**config.mk**
```make
export PLATFORM = sky130hd
export DESIGN_NAME = csv_field_tokenizer_unit
export DESIGN_NICKNAME = d
export VERILOG_FILES = /design/src/rtl/cft_pkg.sv /design/src/rtl/csv_field_tokenizer_unit.sv /design/src/rtl/cft_front.sv /design/src/rtl/cft_queue.sv /design/src/rtl/cft_back.sv
export SDC_FILE = /design/constraint.sdc
export NUM_CORES = 1
export LEC_CHECK = 0
export BUFFER_PORTS_ARGS = -buffer_cell sky130_fd_sc_hd__buf_2
export CORE_ASPECT_RATIO = 1.5
export CORE_MARGIN = 4
export CORE_UTILIZATION = 35
export CTS_CLUSTER_DIAMETER = 80
export DETAILED_ROUTE_END_ITERATION = 12
export GPL_TIMING_DRIVEN = 0
export PLACE_DENSITY_LB_ADDON = 0.2
export SLEW_MARGIN = 20
export SYNTH_ARGS = -nofsm -noshare
export SYNTH_HDL_FRONTEND = slang
export SYNTH_SLANG_ARGS = --single-unit
```
**constraint.sdc**
```tcl
create_clock -name clk_i -period 5.06 [get_ports clk_i]
set_input_delay 1.012 -clock clk_i [delete_from_list [all_inputs] [get_ports clk_i]]
set_output_delay 1.012 -clock clk_i [all_outputs]
set_load 0.02 [all_outputs]
```
**src/rtl/cft_pkg.sv**
```systemverilog
package cft_pkg;

  localparam int unsigned FieldNumW = 7;

  localparam logic [7:0] ChComma   = 8'h2C;
  localparam logic [7:0] ChQuote   = 8'h22;
  localparam logic [7:0] ChBslash  = 8'h5C;
  localparam logic [7:0] ChNewline = 8'h0A;
  localparam logic [7:0] ChSpace   = 8'h20;

  // one queued item: up to two results (a quote, then data, when dbl is set)
  typedef struct packed {
    logic [7:0]           data;
    logic                 dbl;
    logic                 is_content;
    logic                 record_end;
    logic [FieldNumW-1:0] field_number;
    logic                 header_row;
  } cft_entry_t;

endpackage

```
**src/rtl/csv_field_tokenizer_unit.sv**
```systemverilog
// A result passes the queue and then the output register before it shows in out_valid_o.
// Throughput: one byte per cycle while the queue is not full; a byte of 0x20 or above after
//   a closing quote, other than quote, backslash, comma or newline, gives two results.
// A 4-entry queue between the classifier and the output register absorbs output stalls.
// Reset (rst_ni low, async): field mode empty, field count zero, header row set,
//   queue and output register empty.
module csv_field_tokenizer_unit #(
  parameter int unsigned MAX_FIELDS  = 64,
  parameter int unsigned QUEUE_DEPTH = 4
) (
  input  logic       clk_i,
  input  logic       rst_ni,
  input  logic       in_valid_i,
  output logic       in_ready_o,
  input  logic [7:0] in_byte_i,
  output logic       out_valid_o,
  input  logic       out_ready_i,
  output logic [7:0] out_byte_o,
  output logic       is_content_o,
  output logic       record_end_o,
  output logic [6:0] field_number_o,
  output logic       header_row_o,
  output logic       last_o
);
  import cft_pkg::*;

  cft_entry_t push_entry, head_entry;
  logic       push, pop, full, empty;

  cft_front #(.MAX_FIELDS(MAX_FIELDS)) u_front (
    .clk_i      (clk_i),
    .rst_ni     (rst_ni),
    .in_valid_i (in_valid_i),
    .in_ready_o (in_ready_o),
    .in_byte_i  (in_byte_i),
    .full_i     (full),
    .push_o     (push),
    .entry_o    (push_entry)
  );

  cft_queue #(.DEPTH(QUEUE_DEPTH)) u_queue (
    .clk_i       (clk_i),
    .rst_ni      (rst_ni),
    .push_i      (push),
    .push_data_i (push_entry),
    .full_o      (full),
    .pop_i       (pop),
    .empty_o     (empty),
    .head_o      (head_entry)
  );

  cft_back u_back (
    .clk_i          (clk_i),
    .rst_ni         (rst_ni),
    .empty_i        (empty),
    .head_i         (head_entry),
    .pop_o          (pop),
    .out_valid_o    (out_valid_o),
    .out_ready_i    (out_ready_i),
    .out_byte_o     (out_byte_o),
    .is_content_o   (is_content_o),
    .record_end_o   (record_end_o),
    .field_number_o (field_number_o),
    .header_row_o   (header_row_o),
    .last_o         (last_o)
  );

endmodule

```
**src/rtl/cft_front.sv**
```systemverilog
module cft_front #(
  parameter int unsigned MAX_FIELDS = 64
) (
  input  logic              clk_i,
  input  logic              rst_ni,
  input  logic              in_valid_i,
  output logic              in_ready_o,
  input  logic [7:0]        in_byte_i,
  input  logic              full_i,
  output logic              push_o,
  output cft_pkg::cft_entry_t entry_o
);
  import cft_pkg::*;

  localparam int unsigned CntW = $clog2(MAX_FIELDS + 1);

  localparam logic [2:0] ModeEmpty    = 3'd0;
  localparam logic [2:0] ModeNormal   = 3'd1;
  localparam logic [2:0] ModeNormEsc  = 3'd2;
  localparam logic [2:0] ModeQuoted   = 3'd3;
  localparam logic [2:0] ModeQuotEsc  = 3'd4;
  localparam logic [2:0] ModeClosed   = 3'd5;

  logic [2:0]        mode_q, mode_d, m;
  logic [CntW-1:0]   count_q, count_d;
  logic              header_q, header_d;
  logic              accept;
  logic              emit, dbl, content, rec, end_f;
  logic [7:0]        data;
  logic [CntW+FieldNumW-1:0] cnt_ext;

  assign in_ready_o = !full_i;
  assign accept     = in_valid_i && in_ready_o;
  assign m          = (mode_q > ModeClosed) ? ModeEmpty : mode_q;

  always_comb begin
    emit    = 1'b0;
    dbl     = 1'b0;
    content = 1'b1;
    rec     = 1'b0;
    end_f   = 1'b0;
    data    = in_byte_i;
    mode_d  = m;
    if (in_byte_i == ChComma || in_byte_i == ChNewline) begin
      emit = 1'b1;
      if (m == ModeEmpty || m == ModeNormal || m == ModeClosed) begin
        end_f   = 1'b1;
        content = 1'b0;
        data    = 8'h00;
        rec     = (in_byte_i == ChNewline);
        mode_d  = ModeEmpty;
      end else begin
        mode_d = (m == ModeNormEsc) ? ModeNormal : ModeQuoted;
      end
    end else if (in_byte_i == ChQuote) begin
      unique case (m)
        ModeEmpty:  mode_d = ModeQuoted;
        ModeQuoted: mode_d = ModeClosed;
        ModeNormal, ModeNormEsc: begin
          emit   = 1'b1;
          mode_d = ModeNormal;
        end
        default: begin
          emit   = 1'b1;
          mode_d = ModeQuoted;
        end
      endcase
    end else if (in_byte_i == ChBslash) begin
      unique case (m)
        ModeEmpty, ModeNormal: mode_d = ModeNormEsc;
        ModeQuoted:            mode_d = ModeQuotEsc;
        ModeNormEsc: begin
          emit   = 1'b1;
          mode_d = ModeNormal;
        end
        ModeQuotEsc: begin
          emit   = 1'b1;
          mode_d = ModeQuoted;
        end
        default: begin
          emit   = 1'b1;
          data   = ChQuote;
          mode_d = ModeNormEsc;
        end
      endcase
    end else if (in_byte_i >= ChSpace) begin
      emit   = 1'b1;
      dbl    = (m == ModeClosed);
      mode_d = (m == ModeQuoted || m == ModeQuotEsc) ? ModeQuoted : ModeNormal;
    end
  end

  always_comb begin
    count_d  = count_q;
    header_d = header_q;
    if (end_f) begin
      if (rec) begin
        count_d  = '0;
        header_d = 1'b0;
      end else if (count_q < CntW'(MAX_FIELDS)) begin
        count_d = count_q + CntW'(1);
      end
    end
  end

  always_ff @(posedge clk_i or negedge rst_ni) begin
    if (!rst_ni) begin
      mode_q   <= ModeEmpty;
      count_q  <= '0;
      header_q <= 1'b1;
    end else if (accept) begin
      mode_q   <= mode_d;
      count_q  <= count_d;
      header_q <= header_d;
    end
  end

  assign cnt_ext = {{FieldNumW{1'b0}}, count_q};

  assign push_o                = accept && emit;
  assign entry_o.data          = data;
  assign entry_o.dbl           = dbl;
  assign entry_o.is_content    = content;
  assign entry_o.record_end    = rec;
  assign entry_o.field_number  = cnt_ext[FieldNumW-1:0];
  assign entry_o.header_row    = header_q;

endmodule

```
**src/rtl/cft_queue.sv**
```systemverilog
module cft_queue #(
  parameter int unsigned DEPTH = 4
) (
  input  logic                clk_i,
  input  logic                rst_ni,
  input  logic                push_i,
  input  cft_pkg::cft_entry_t push_data_i,
  output logic                full_o,
  input  logic                pop_i,
  output logic                empty_o,
  output cft_pkg::cft_entry_t head_o
);
  import cft_pkg::*;

  localparam int unsigned PtrW = (DEPTH > 1) ? $clog2(DEPTH) : 1;
  localparam int unsigned CntW = $clog2(DEPTH + 1);

  cft_entry_t      store_q [DEPTH];
  logic [PtrW-1:0] wr_ptr_q, rd_ptr_q;
  logic [CntW-1:0] fill_q;

  assign full_o  = (fill_q == CntW'(DEPTH));
  assign empty_o = (fill_q == '0);
  assign head_o  = store_q[rd_ptr_q];

  always_ff @(posedge clk_i) begin
    if (push_i) begin
      store_q[wr_ptr_q] <= push_data_i;
    end
  end

  always_ff @(posedge clk_i or negedge rst_ni) begin
    if (!rst_ni) begin
      wr_ptr_q <= '0;
      rd_ptr_q <= '0;
      fill_q   <= '0;
    end else begin
      if (push_i) begin
        wr_ptr_q <= (wr_ptr_q == PtrW'(DEPTH - 1)) ? '0 : wr_ptr_q + PtrW'(1);
      end
      if (pop_i) begin
        rd_ptr_q <= (rd_ptr_q == PtrW'(DEPTH - 1)) ? '0 : rd_ptr_q + PtrW'(1);
      end
      if (push_i && !pop_i) begin
        fill_q <= fill_q + CntW'(1);
      end else if (pop_i && !push_i) begin
        fill_q <= fill_q - CntW'(1);
      end
    end
  end

endmodule

```
**src/rtl/cft_back.sv**
```systemverilog
module cft_back (
  input  logic                clk_i,
  input  logic                rst_ni,
  input  logic                empty_i,
  input  cft_pkg::cft_entry_t head_i,
  output logic                pop_o,
  output logic                out_valid_o,
  input  logic                out_ready_i,
  output logic [7:0]          out_byte_o,
  output logic                is_content_o,
  output logic                record_end_o,
  output logic [6:0]          field_number_o,
  output logic                header_row_o,
  output logic                last_o
);
  import cft_pkg::*;

  logic       valid_q;
  logic       second_q;
  logic       load;
  logic       first_half;
  logic [7:0] byte_q;
  logic       content_q, rec_q, header_q, last_q;
  logic [FieldNumW-1:0] num_q;

  assign load       = (!valid_q || out_ready_i) && !empty_i;
  assign first_half = head_i.dbl && !second_q;
  assign pop_o      = load && !first_half;

  always_ff @(posedge clk_i or negedge rst_ni) begin
    if (!rst_ni) begin
      valid_q  <= 1'b0;
      second_q <= 1'b0;
    end else begin
      if (load) begin
        valid_q  <= 1'b1;
        second_q <= first_half;
      end else if (out_ready_i) begin
        valid_q <= 1'b0;
      end
    end
  end

  always_ff @(posedge clk_i) begin
    if (load) begin
      byte_q    <= first_half ? ChQuote : head_i.data;
      content_q <= head_i.is_content;
      rec_q     <= head_i.record_end;
      num_q     <= head_i.field_number;
      header_q  <= head_i.header_row;
      last_q    <= !first_half;
    end
  end

  assign out_valid_o    = valid_q;
  assign out_byte_o     = byte_q;
  assign is_content_o   = content_q;
  assign record_end_o   = rec_q;
  assign field_number_o = num_q;
  assign header_row_o   = header_q;
  assign last_o         = last_q;

endmodule

```
# Word-level counts from Yosys, hierarchy flattened

Memory sizes are Yosys's and may differ from the RTL's.
Cells that the tools add are included.

Flip-flop bits (word level): 39
Bits in latches: 0
Bits in writable memories: 76
Memory bits (read-only): 0
Word-level logic and storage cells: 106
Memories: 1

Add/subtract/negate cells: 5
$mul: 0
Div/mod/pow operators: 0
$lt $le $gt $ge: 3
Eq/ne operators: 12
Shift-type cells: 0
Mux-type cells: 41
Bitwise operators: 0
Reduce and logical (&&, ||, !) cells: 30

Memory list:

| name            | depth | width | read ports | clocked after Yosys merged registers in | write ports | RTL line        | RTL |
|---|---|---|---|---|---|---|---|
| u_queue.store_q | 4     | 19    | 1          | 0                                       | 1           | cft_queue.sv:18 | `cft_entry_t store_q [DEPTH];` |

Operators with widths:

| operator                                                               | number |
|---|---|
| 8-bit two-way mux                                                      | 5 |
| 3-bit two-way mux                                                      | 8 |
| 1-bit two-way mux                                                      | 20 |
| 8-bit by 6-bit equality test with 1-bit output (second input constant) | 2 |
| 7-bit two-way mux                                                      | 2 |
| 3-bit equality test (second input constant)                            | 3 |
| 3-bit case mux with 3 select lines                                     | 1 |
| 8-bit by 4-bit equality test with 1-bit output (second input constant) | 1 |
| 8-bit by 7-bit equality test with 1-bit output (second input constant) | 1 |
| 8-bit by 6-bit >= comparator with 1-bit output (second input constant) | 1 |
| 2-bit two-way mux                                                      | 4 |
| 7-bit by 1-bit adder with 7-bit output (second input constant)         | 1 |
| 1-bit logical AND                                                      | 7 |
| 1-bit logical NOT                                                      | 7 |
| 7-bit < comparator (second input constant)                             | 1 |
| 3-bit by 2-bit equality test with 1-bit output (second input constant) | 2 |
| 3-bit logical NOT                                                      | 2 |
| 3-bit case mux with 2 select lines                                     | 1 |
| 3-bit AND reduction                                                    | 2 |
| 2-bit nonzero test                                                     | 3 |
| 1-bit logical OR                                                       | 5 |
| 5-bit OR reduction                                                     | 1 |
| 2-bit by 1-bit adder with 2-bit output (second input constant)         | 2 |
| 2-bit equality test (second input constant)                            | 2 |
| 6 further kinds                                                        | 7 |

# Depth between registers and ports, before layout

Gate-level depths: netlist of the first run.

Depth in word-level cells: 13
Gate-level depth with buffers: 11
Mapped depth without buffers: 10

# Modules after synthesis

From an unflattened synthesis of the first run, not the netlist that was laid out.

Cells, all modules: 299
Area total of the unflattened synthesis: 4946.0 um^2

By module, submodules not included:

| module    | times used | cells an instance | area each (um^2) | sequential area each (um^2) |
|---|---|---|---|---|
| cft_queue | 1          | 136               | 3159.3           | 2457.4 |
| cft_front | 1          | 125               | 1034.7           | 276.5 |
| cft_back  | 1          | 38                | 752.0            | 620.6 |

# Least setup slack after synthesis of the first run

OpenSTA, ideal clock, no wires.

Path type: input -> register
From: input port out_ready_i
To: register u_queue.fill_q[1]
Setup time: 0.125 ns
Arrival time: 3.361 ns
Required time: 4.935 ns
Slack: 1.574 ns
Stages on the path: 8
Cell sequence: inv_1 > a21oi_1 > nor2b_1 > inv_1 > ha_1 > inv_1 > fa_1 > mux2_2

Cells in the longest elaborated chain, start to end: 6

RTL lines:

| item                                                           | RTL line                       | RTL |
|---|---|---|
| from (decl)                                                    | csv_field_tokenizer_unit.sv:17 | `input logic out_ready_i,` |
| 1-bit logical OR *                                             | cft_back.sv:26                 | `assign load = (!valid_q \|\| out_ready_i) && !empty_i;` |
| 1-bit logical AND *                                            | cft_back.sv:26                 |  |
| named net u_back.load                                          | cft_back.sv:20                 | `logic load;` |
| 1-bit logical AND *                                            | cft_back.sv:28                 | `assign pop_o = load && !first_half;` |
| 1-bit logical NOT                                              | cft_queue.sv:44                | `if (push_i && !pop_i) begin` |
| 1-bit logical AND                                              | cft_queue.sv:44                |  |
| 3-bit two-way mux / 2-bit nonzero test (equally long branches) | -                              |  |
| to (signal assigned)                                           | cft_queue.sv:45                | `fill_q <= fill_q + CntW'(1);` |
| to (signal assigned)                                           | cft_queue.sv:47                | `fill_q <= fill_q - CntW'(1);` |
| to (decl)                                                      | cft_queue.sv:20                | `logic [CntW-1:0] fill_q;` |

The timed path passes the listed nets; every way through them passes the cells marked *.
A chain may end at the register's enable or synchronous reset.

# Worst setup path after layout of the first run

From: input port in_byte_i[4]
To: memory u_queue.store_q[2][12] (netlist name), enable pin

Cells in the longest elaborated chain, start to end: 8

RTL lines:

| item                                           | RTL line                       | RTL |
|---|---|---|
| from (decl)                                    | csv_field_tokenizer_unit.sv:15 | `input logic [7:0] in_byte_i,` |
| 8-bit by 6-bit >= comparator with 1-bit output | cft_front.sv:86                | `end else if (in_byte_i >= ChSpace) begin` |
| 1-bit two-way mux                              | cft_front.sv:86                |  |
| 1-bit two-way mux                              | cft_front.sv:68                | `end else if (in_byte_i == ChBslash) begin` |
| 1-bit two-way mux                              | cft_front.sv:55                | `end else if (in_byte_i == ChQuote) begin` |
| 1-bit two-way mux *                            | cft_front.sv:44                | `if (in_byte_i == ChComma \|\| in_byte_i == ChNewline) begin` |
| 1-bit logical AND *                            | cft_front.sv:120               | `assign push_o = accept && emit;` |
| named net push                                 | csv_field_tokenizer_unit.sv:28 | `logic push, pop, full, empty;` |
| 1-bit two-way mux *                            | cft_queue.sv:27                | `if (push_i) begin` |
| 1-bit two-way mux (implied by the code) *      | cft_queue.sv:28                | `store_q[wr_ptr_q] <= push_data_i;` |
| to (decl)                                      | cft_queue.sv:18                |  |

Marks and branches as above.

==> metrics.md, run 1 <==
| Metric | Value |
|---|---|
| Outcome | `complete, no violations` |
| Layout cells sized above 1 | `31.0%` |
| Tmin final | `3.40 ns` |
| XOR/XNOR Fraction of Synth Area | `0.726%` |
| Max cap viols | `0` |
| Most used DFF post-synth | `edfxtp_1` |
| Core area | `0.0135 mm²` |
| Number of buffers created by CTS | `17` |
| Post-Synth Simple-Gate Area | `9.59%` |
| Remaining DRCs | `0` |
| Comb power frac | `25.9%` |
| Post-synth top cells | `edfxtp_1, dfrtp_1, mux4_2` |
| Routed vias/inst | `5.07` |
| Post-synthesis adder-cell area fraction | `2.23%` |
| Hold worst-path end | `u_back.second_q` |
| Worst-margin pin slew | `1.04 ns` |
| CP Capture Type | `flop` |
| Hold_buf cts | `0` |
| Leakage power | `0.00211 µW` |
| R2R Path Start | `u_queue.rd_ptr_q[0]` |
| R2R Path End | `u_queue.fill_q[1]` |
| Die H | `152 µm` |
| Worst-path clk slew | `0.05 ns` |
| Initial antenna violation count | `0` |
| Largest family of logic cells by synthesized area | `multiplexers` |
| H-Tree Depth | `4` |
| Drt total wl | `9.43 mm` |
| First-pass GRT wire length | `15.5 mm` |
| RSZ-0062 raised after global routing | `false` |
| Die area | `0.0158 mm²` |
| Nets | `362` |
| I/O pin count | `33` |
| Synth area leader | `edfxtp_1` |
| Startpoint types | `input pin` |
| Reg power frac | `40.0%` |
| HPWL after DPL | `6.17 mm` |
| Min-Delay Path Depth | `1` |
| Synth area leaders | `edfxtp_1, dfrtp_1, mux4_2` |
| Crit share post-route | `67.1%` |
| FFs w/ async S/R, synth | `17.4%` |
| Count of final max-slew check failures | `0` |
| Clk_skew | `0.00898 ns` |
| Crit Path Category | `in2reg` |
| Post-synthesis sequential area ratio | `69.5%` |
| Mapped Area | `0.00483 mm²` |
| Routed Antenna Nets | `0` |
| Port-buffer cells | `32` |
| Compound-Gate Fraction of Synth Area | `5.68%` |
| Yosys cell types | `54` |
| Clock root cell | `clkbuf_16` |
| Final Hold Fails | `0` |
| CTS tree | `built` |
| GR Overflow Total | `0` |
| Clock power share | `34.1%` |
| Clock latency on the worst-skew pair | `0.40 ns` |
| Post-CTS Resized | `0` |
| Layout Cells excl Fill | `517` |
| Antenna diodes | `0` |
| Syn nets | `309` |
| Mapped Cells | `289` |
| Top-count cell post-synth | `edfxtp_1` |
| Switch Pwr | `1000 µW` |
| Max VDD drop | `0.000244 V` |
| GRT Total Usage | `12.9%` |
| Worst hold path type | `reg2reg` |
| DR vias | `2621` |
| Critical path peak fanout | `19` |
| Yosys reg bits | `115` |
| Max Freq | `0.295 GHz` |
| Final TNS setup | `0 ns` |
| Vias in the first global route | `2876` |
| Area share of the leading cell type in the synthesized netlist | `59.1%` |
| Pwr dens | `593 mW/mm²` |
| Number of setup violations in the final report | `0` |
| First-pass DRT Iterations | `5` |
| Post-CTS Setup Repair Bufs | `0` |
| Multiplexer share of the synthesized area | `10.5%` |
| Synth-to-layout area growth | `21.0%` |
| # placed instances | `485` |
| DIE WIDTH | `104 µm` |
| Synth warn | `0` |
| FF-to-FF path depth | `9` |
| Clock sink total | `115` |
| GP Congestion | `0.893` |
| Worst R2R Setup Slack | `2.14 ns` |
| Slew headroom | `30.6%` |
| Syn Area/Cell | `16.7 µm²` |
| Row cnt | `52` |
| Sw Ratio | `28.9%` |
| Internal | `2460 µW` |
| Largest net degree at the start of global routing | `23` |
| CTS Buffer Depth | `2` |
| Routed WL per cell | `18.2 µm` |
| Critical Path RT | `5.08 ns` |
| Worst Hold Launch | `u_back.second_q` |
| Critical Path AT | `3.41 ns` |
| EDFF count, synth | `95` |
| Drt initial violations | `108` |
| Starting Density | `35.7%` |
## kinds of logic (layout without fill, tap and decap cells)
group,count (synthesis),count (layout)
and+or+nand+nor,78,78
DFF,115,115
adders and majority gates,8,8
AOI/OAI and AO/OA,37,37
xor gates and xnor gates,4,4
muxes,26,26
buffers and inverters,21,87
## layout by cell type, fill, tap and decap left out, drive strengths merged, types with 5 or more instances in the layout
cell,synthesis,layout
a21oi,5,5
and2,8,8
buf,3,37
clkbuf,7,25
clkinv,0,8
dfrtp,19,19
edfxtp,95,95
ha,7,7
inv,11,11
mux2,6,6
mux4,19,19
nand2,16,16
nand3,5,5
nor2,12,12
nor2b,11,11
nor3,6,6
o21ai,10,10
## layout make-up
type | instances | area, µm²
fillers | 1231 | 7690
flip-flops and latches | 115 | 3350
multi-input cells | 153 | 1400
clock buffers | 18 | 429
repair buffers | 34 | 203
well taps | 162 | 203
clock inverters | 14 | 164
plain buffers | 10 | 47.5
inverters | 11 | 41.3
## power groups by stage
stage,Combinational [µW],Clock (µW),Sequential (µW)
floorplan,538,0,1490
global placement,879,0,1400
detailed placement,925,0,1410
CTS,925,1200,1390
global route,986,1250,1410
finish,896,1180,1390
## worst max-delay path, stage by stage
cell and delay (ns):
buf_2 0.15, nor4b_2 0.38, and2_0 0.41, nor2_1 0.18, a31oi_2 0.38, and2_1 0.89
## routing by layer
layer  wire, µm  vias up  track usage [%]  part of all wire, %
met2       5310       47             23.7                   56
met1       3690     1326             13.7                   39
li1           -     1237                -                    -
met4        189        0             6.46                  2.0
met3        241       11             3.18                  2.6
met5          0        -                0                    0
## state kept, by name, summed over array words and instances, names as in the netlist
register and count:
u_front.count_q 7, u_front.mode_q 3, u_queue.rd_ptr_q 2, u_back.record_end_o 1, u_back.out_valid_o 1, u_queue.store_q 76, u_back.out_byte_o 8, u_back.is_content_o 1
u_queue.fill_q 3, u_back.field_number_o 7, u_queue.wr_ptr_q 2, u_back.header_row_o 1, u_front.header_q 1, u_back.last_o 1, u_back.second_q 1
## how the worst max path moves through the flow
| stage | from | to | slack, ns | cells past startpoint |
|---|---|---|---|---|
| 6_report | in_byte_i[4] | u_queue.store_q[2][12] | 1.66 | 6 |
| 5_1_grt | in_byte_i[4] | u_queue.store_q[2][15] | 1.43 | 6 |
| 4_1_cts | in_byte_i[4] | u_queue.store_q[2][12] | 1.58 | 6 |
| 3_5_place_dp | in_byte_i[4] | u_queue.store_q[2][17] | 1.16 | 6 |
| 3_3_place_gp | out_ready_i | u_queue.fill_q[1] | 0.60 | 9 |
| 2_1_floorplan | out_ready_i | u_queue.fill_q[1] | 1.57 | 8 |
## through the flow
step	utilization [%]	setup slack (ns)	area (µm²)	power, µW	hold WS, ns
floorplan	-	1.57	4830	2030	0.451
global placement	38.4	0.602	5190	2280	0.460
detailed placement	38.8	1.16	5250	2330	0.473
CTS	43.2	1.58	5840	3520	0.479
global route	43.2	1.43	5840	3650	0.500
finish	43.2	1.66	5840	3460	0.477
Power figures use the tool's default switching activity.
==> run 2, diff against run 1 <==
--- a/config.mk
+++ b/config.mk
@@ -5,6 +5,7 @@
 export SDC_FILE = /design/constraint.sdc
 export NUM_CORES = 1
 export LEC_CHECK = 0
+export ABC_AREA = 1
 export BUFFER_PORTS_ARGS = -buffer_cell sky130_fd_sc_hd__buf_2
 export CORE_ASPECT_RATIO = 1.5
 export CORE_MARGIN = 4
==> constraint.sdc (replaced) <==
create_clock -name clk_i -period 3.2 [get_ports clk_i]
set_input_delay 0.64 -clock clk_i [delete_from_list [all_inputs] [get_ports clk_i]]
set_output_delay 0.64 -clock clk_i [all_outputs]
set_load 0.02 [all_outputs]
==> metrics.md, run 2 <==
| Metric | Value |
|---|---|
| Synth warn | `0 (unchanged)` |
| H-Tree Depth | `4 (unchanged)` |
| Max VDD drop | `0.000474 V (+94%)` |
| Die area | `0.0160 mm² (+1.5%)` |
| DR vias | `3256 (+24%)` |
| Post-CTS Setup Repair Bufs | `0 (unchanged)` |
| Leakage power | `0.00236 µW (+12%)` |
| Worst-path cell chain | `buf_2 > inv_1 > nand2_1 > nor2_1 > nand3_1 > nand2_1 > nor2_1 > nand2_2 > nand2_2 > inv_1 > ha_1 > inv_1 > fa_1 > a21oi_1 > o21ai_0 > xor2_1` |
| Routed vias/inst | `4.91 (-3.1%)` |
| Nets | `508 (+40%)` |
| Clk_skew | `0.00770 ns (-0.00128 ns)` |
| Layout cells sized above 1 | `19.2% (-12 points)` |
| Post-synthesis sequential area ratio | `68.4% (-1.1 points)` |
| Critical path peak fanout | `7 (-12)` |
| HPWL after DPL | `6.86 mm (+11%)` |
| Startpoint types | `input pin` |
| Clock sink total | `115 (unchanged)` |
| Row cnt | `52 (unchanged)` |
| Syn nets | `456 (+48%)` |
| Drt total wl | `10.4 mm (+11%)` |
| Routed Antenna Nets | `0 (unchanged)` |
| Clock latency on the worst-skew pair | `0.41 ns (about the same)` |
| Count of final max-slew check failures | `0 (unchanged)` |
| First-pass GRT wire length | `17.1 mm (+10%)` |
| Compound-Gate Fraction of Synth Area | `9.92% (+4.2 points)` |
| EDFF count, synth | `95 (unchanged)` |
| Top-count cell post-synth | `edfxtp_1` |
| M3 GR Usage | `4.05% (+0.87 points)` |
| R2R Path End | `u_queue.fill_q[2]` |
| Final Hold Fails | `0 (unchanged)` |
| Outcome | `complete, no violations` |
| CTS tree | `built` |
| Post-Synth Simple-Gate Area | `13.7% (+4.1 points)` |
| Switch Pwr | `1900 µW (+89%)` |
| Mapped Area | `0.00491 mm² (+1.6%)` |
| Multiplexer share of the synthesized area | `0% (-10 points)` |
| Met2 usage | `24.4% (+0.71 points)` |
| Met1 usage in global routing | `15.7% (+2.0 points)` |
| Tmin final | `2.66 ns` |
| Clock root cell | `clkbuf_16` |
| Core area | `0.0136 mm² (+0.48%)` |
| RSZ-0062 raised after global routing | `false` |
| Synth area leaders | `edfxtp_1, dfrtp_1, nor2_1` |
| Critical-path top delay cell | `fa_1` |
| Clock power share | `31.8% (-2.3 points)` |
| GP Congestion | `0.809 (-9.5%)` |
| Port-buffer cells | `32 (unchanged)` |
| Crit share post-route | `83.3%` |
| FF-to-FF path depth | `16 (+7)` |
| Final worst slack | `0.535 ns (-1.13 ns)` |
| Layout Cells excl Fill | `663 (+28%)` |
| Routed WL per cell | `15.7 µm (-14%)` |
| Internal | `3610 µW (+47%)` |
| Die H | `153 µm (+0.76%)` |
| Reg power frac | `39.5% (-0.5 points)` |
| Post-synthesis adder-cell area fraction | `2.19% (-0.035 points)` |
| I/O pin count | `33 (unchanged)` |
| Hold_buf cts | `0 (unchanged)` |
| Drt initial violations | `138 (+28%)` |
| Critical Path AT | `2.94 ns (-0.47 ns)` |
| Most common cell after layout, fill and taps aside | `edfxtp_1` |
| Largest net degree at the start of global routing | `21 (-8.7%)` |
| Register bank with the most flops | `u_queue.store_q` |
| R2R Path Start | `u_front.mode_q[2]` |
| First-pass DRT Iterations | `4 (-1)` |
| Commonest cells after routing, fill and taps aside | `edfxtp_1, nor2_1, nand2_1` |
| DIE WIDTH | `105 µm (+0.74%)` |
| Post-CTS Resized | `0 (unchanged)` |
| Post-synth top cells | `edfxtp_1, nor2_1, nand2_1` |
| Most used DFF post-synth | `edfxtp_1` |
| Area share of the leading cell type in the synthesized netlist | `58.1% (-0.93 points)` |
| Comb power frac | `28.7% (+2.8 points)` |
| Synth area leader | `edfxtp_1` |
| Mapped Cells | `436 (+51%)` |
| Yosys reg bits | `115 (unchanged)` |
| Largest stage delay, worst path | `0.39 ns (-0.50 ns)` |
| FFs w/ async S/R, synth | `17.4% (unchanged)` |
| CTS Buffer Depth | `2 (unchanged)` |
| Worst hold path type | `in2async` |
| CP Capture Type | `flop` |
| XOR/XNOR Fraction of Synth Area | `0.893% (+0.17 points)` |
| CP dominant cell by count | `inv_1` |
| Initial antenna violation count | `0 (unchanged)` |
| Starting Density | `36.1% (+0.40 points)` |
| Vias in the first global route | `3349 (+16%)` |
| GR Overflow Total | `0 (unchanged)` |
| Critical Path RT | `3.47 ns (-1.61 ns)` |
| Pwr dens | `934 mW/mm² (+57%)` |
| Worst-path clk slew | `0.05 ns (about the same)` |
| Antenna diodes | `0 (unchanged)` |
| Yosys cell types | `31 (-43%)` |
| # placed instances | `631 (+30%)` |
| Worst R2R Setup Slack | `0.59 ns (-1.55 ns)` |
| Pre-CTS WS | `0.117 ns (-1.04 ns)` |
| Remaining DRCs | `0 (unchanged)` |
| Sw Ratio | `34.4% (+5.5 points)` |
| Max Freq | `0.375 GHz` |
| Number of setup violations in the final report | `0 (unchanged)` |
| Worst-margin pin slew | `0.703 ns (-0.339 ns)` |
| Synth-to-layout area growth | `20.3%` |
| Number of buffers created by CTS | `17 (unchanged)` |
| Slew headroom | `53.0% (+22 points)` |
| Crit Path Category | `in2reg` |
| Largest family of logic cells by synthesized area | `simple AND/OR/NAND/NOR gates` |
| Max FFs per register | `76 (unchanged)` |
| Syn Area/Cell | `11.3 µm² (-33%)` |
| Max cap viols | `0 (unchanged)` |
| GRT Total Usage | `13.8% (+0.86 points)` |
| GRT busiest layer | `met2` |
==> run 2: cell families (layout without fill, tap and decap cells) <==
logic type               Yosys count  after routing
XOR/XNOR                           5              5
AND/OR/NAND/NOR                  163            163
adder cells (fa/ha/maj)            8              8
flip-flops                       115            115
AO/OA/AOI/OAI                     84             84
buffers and inverters             61            126
==> run 2: power by group through the flow <==
stage | Clock, µW | Combinational (µW) | Sequential (µW)
2_1_floorplan | 0 | 860 | 2370
3_3_place_gp | 0 | 1510 | 2210
3_5_place_dp | 0 | 1620 | 2210
4_1_cts | 1790 | 1620 | 2180
5_1_grt | 1870 | 1780 | 2210
6_report | 1750 | 1580 | 2180
==> run 2: per-layer routing <==
metal,up-vias,part of all wire (%)
met3,2,3.6
met2,56,55
met5,-,0
li1,1607,-
met4,0,0.55
met1,1591,41
==> run 2: worst max-delay path: cells and delay by family <==
family                   cells  cell delay (ns)
AO/OA/AOI/OAI                2             0.30
XOR/XNOR                     1             0.16
adder cells (fa/ha/maj)      2             0.53
buffers and inverters        4             0.37
AND/OR/NAND/NOR              7             0.94
==> run 2: worst max-delay path by stage <==
stage / from / endpoint / slack, ns / depth (start not counted)
6_report: in_byte_i[7] / u_queue.fill_q[2] / 0.54 / 16
5_1_grt: u_front.mode_q[2] / u_queue.fill_q[2] / 0.40 / 16
4_1_cts: in_byte_i[7] / u_queue.fill_q[2] / 0.53 / 16
3_5_place_dp: in_byte_i[7] / u_queue.fill_q[2] / 0.12 / 16
3_3_place_gp: out_ready_i / u_queue.fill_q[1] / -0.61 / 9
2_1_floorplan: out_ready_i / u_queue.fill_q[1] / 0.31 / 8
==> run 2: area by class of cell <==
cell class / instances / area, µm²
clock inverters: 15 / 135
fillers: 1279 / 7700
flip-flops and latches: 115 / 3350
plain buffers: 15 / 67.6
clock buffers: 17 / 425
well taps: 162 / 203
repair buffers: 33 / 188
inverters: 46 / 173
multi-input cells: 260 / 1360
==> run 2: through the flow <==
step / util, % / instance area (µm²) / total power, µW / hold WS, ns / TNS [ns]
6_report: 43.4 / 5900 / 5510 / 0.188 / 0
5_1_grt: 43.4 / 5900 / 5860 / 0.212 / 0
4_1_cts: 43.4 / 5900 / 5590 / 0.195 / 0
3_5_place_dp: 39.3 / 5340 / 3830 / 0.495 / 0
3_3_place_gp: 38.7 / 5270 / 3720 / 0.487 / -37.13
2_1_floorplan: - / 4910 / 3230 / 0.344 / 0
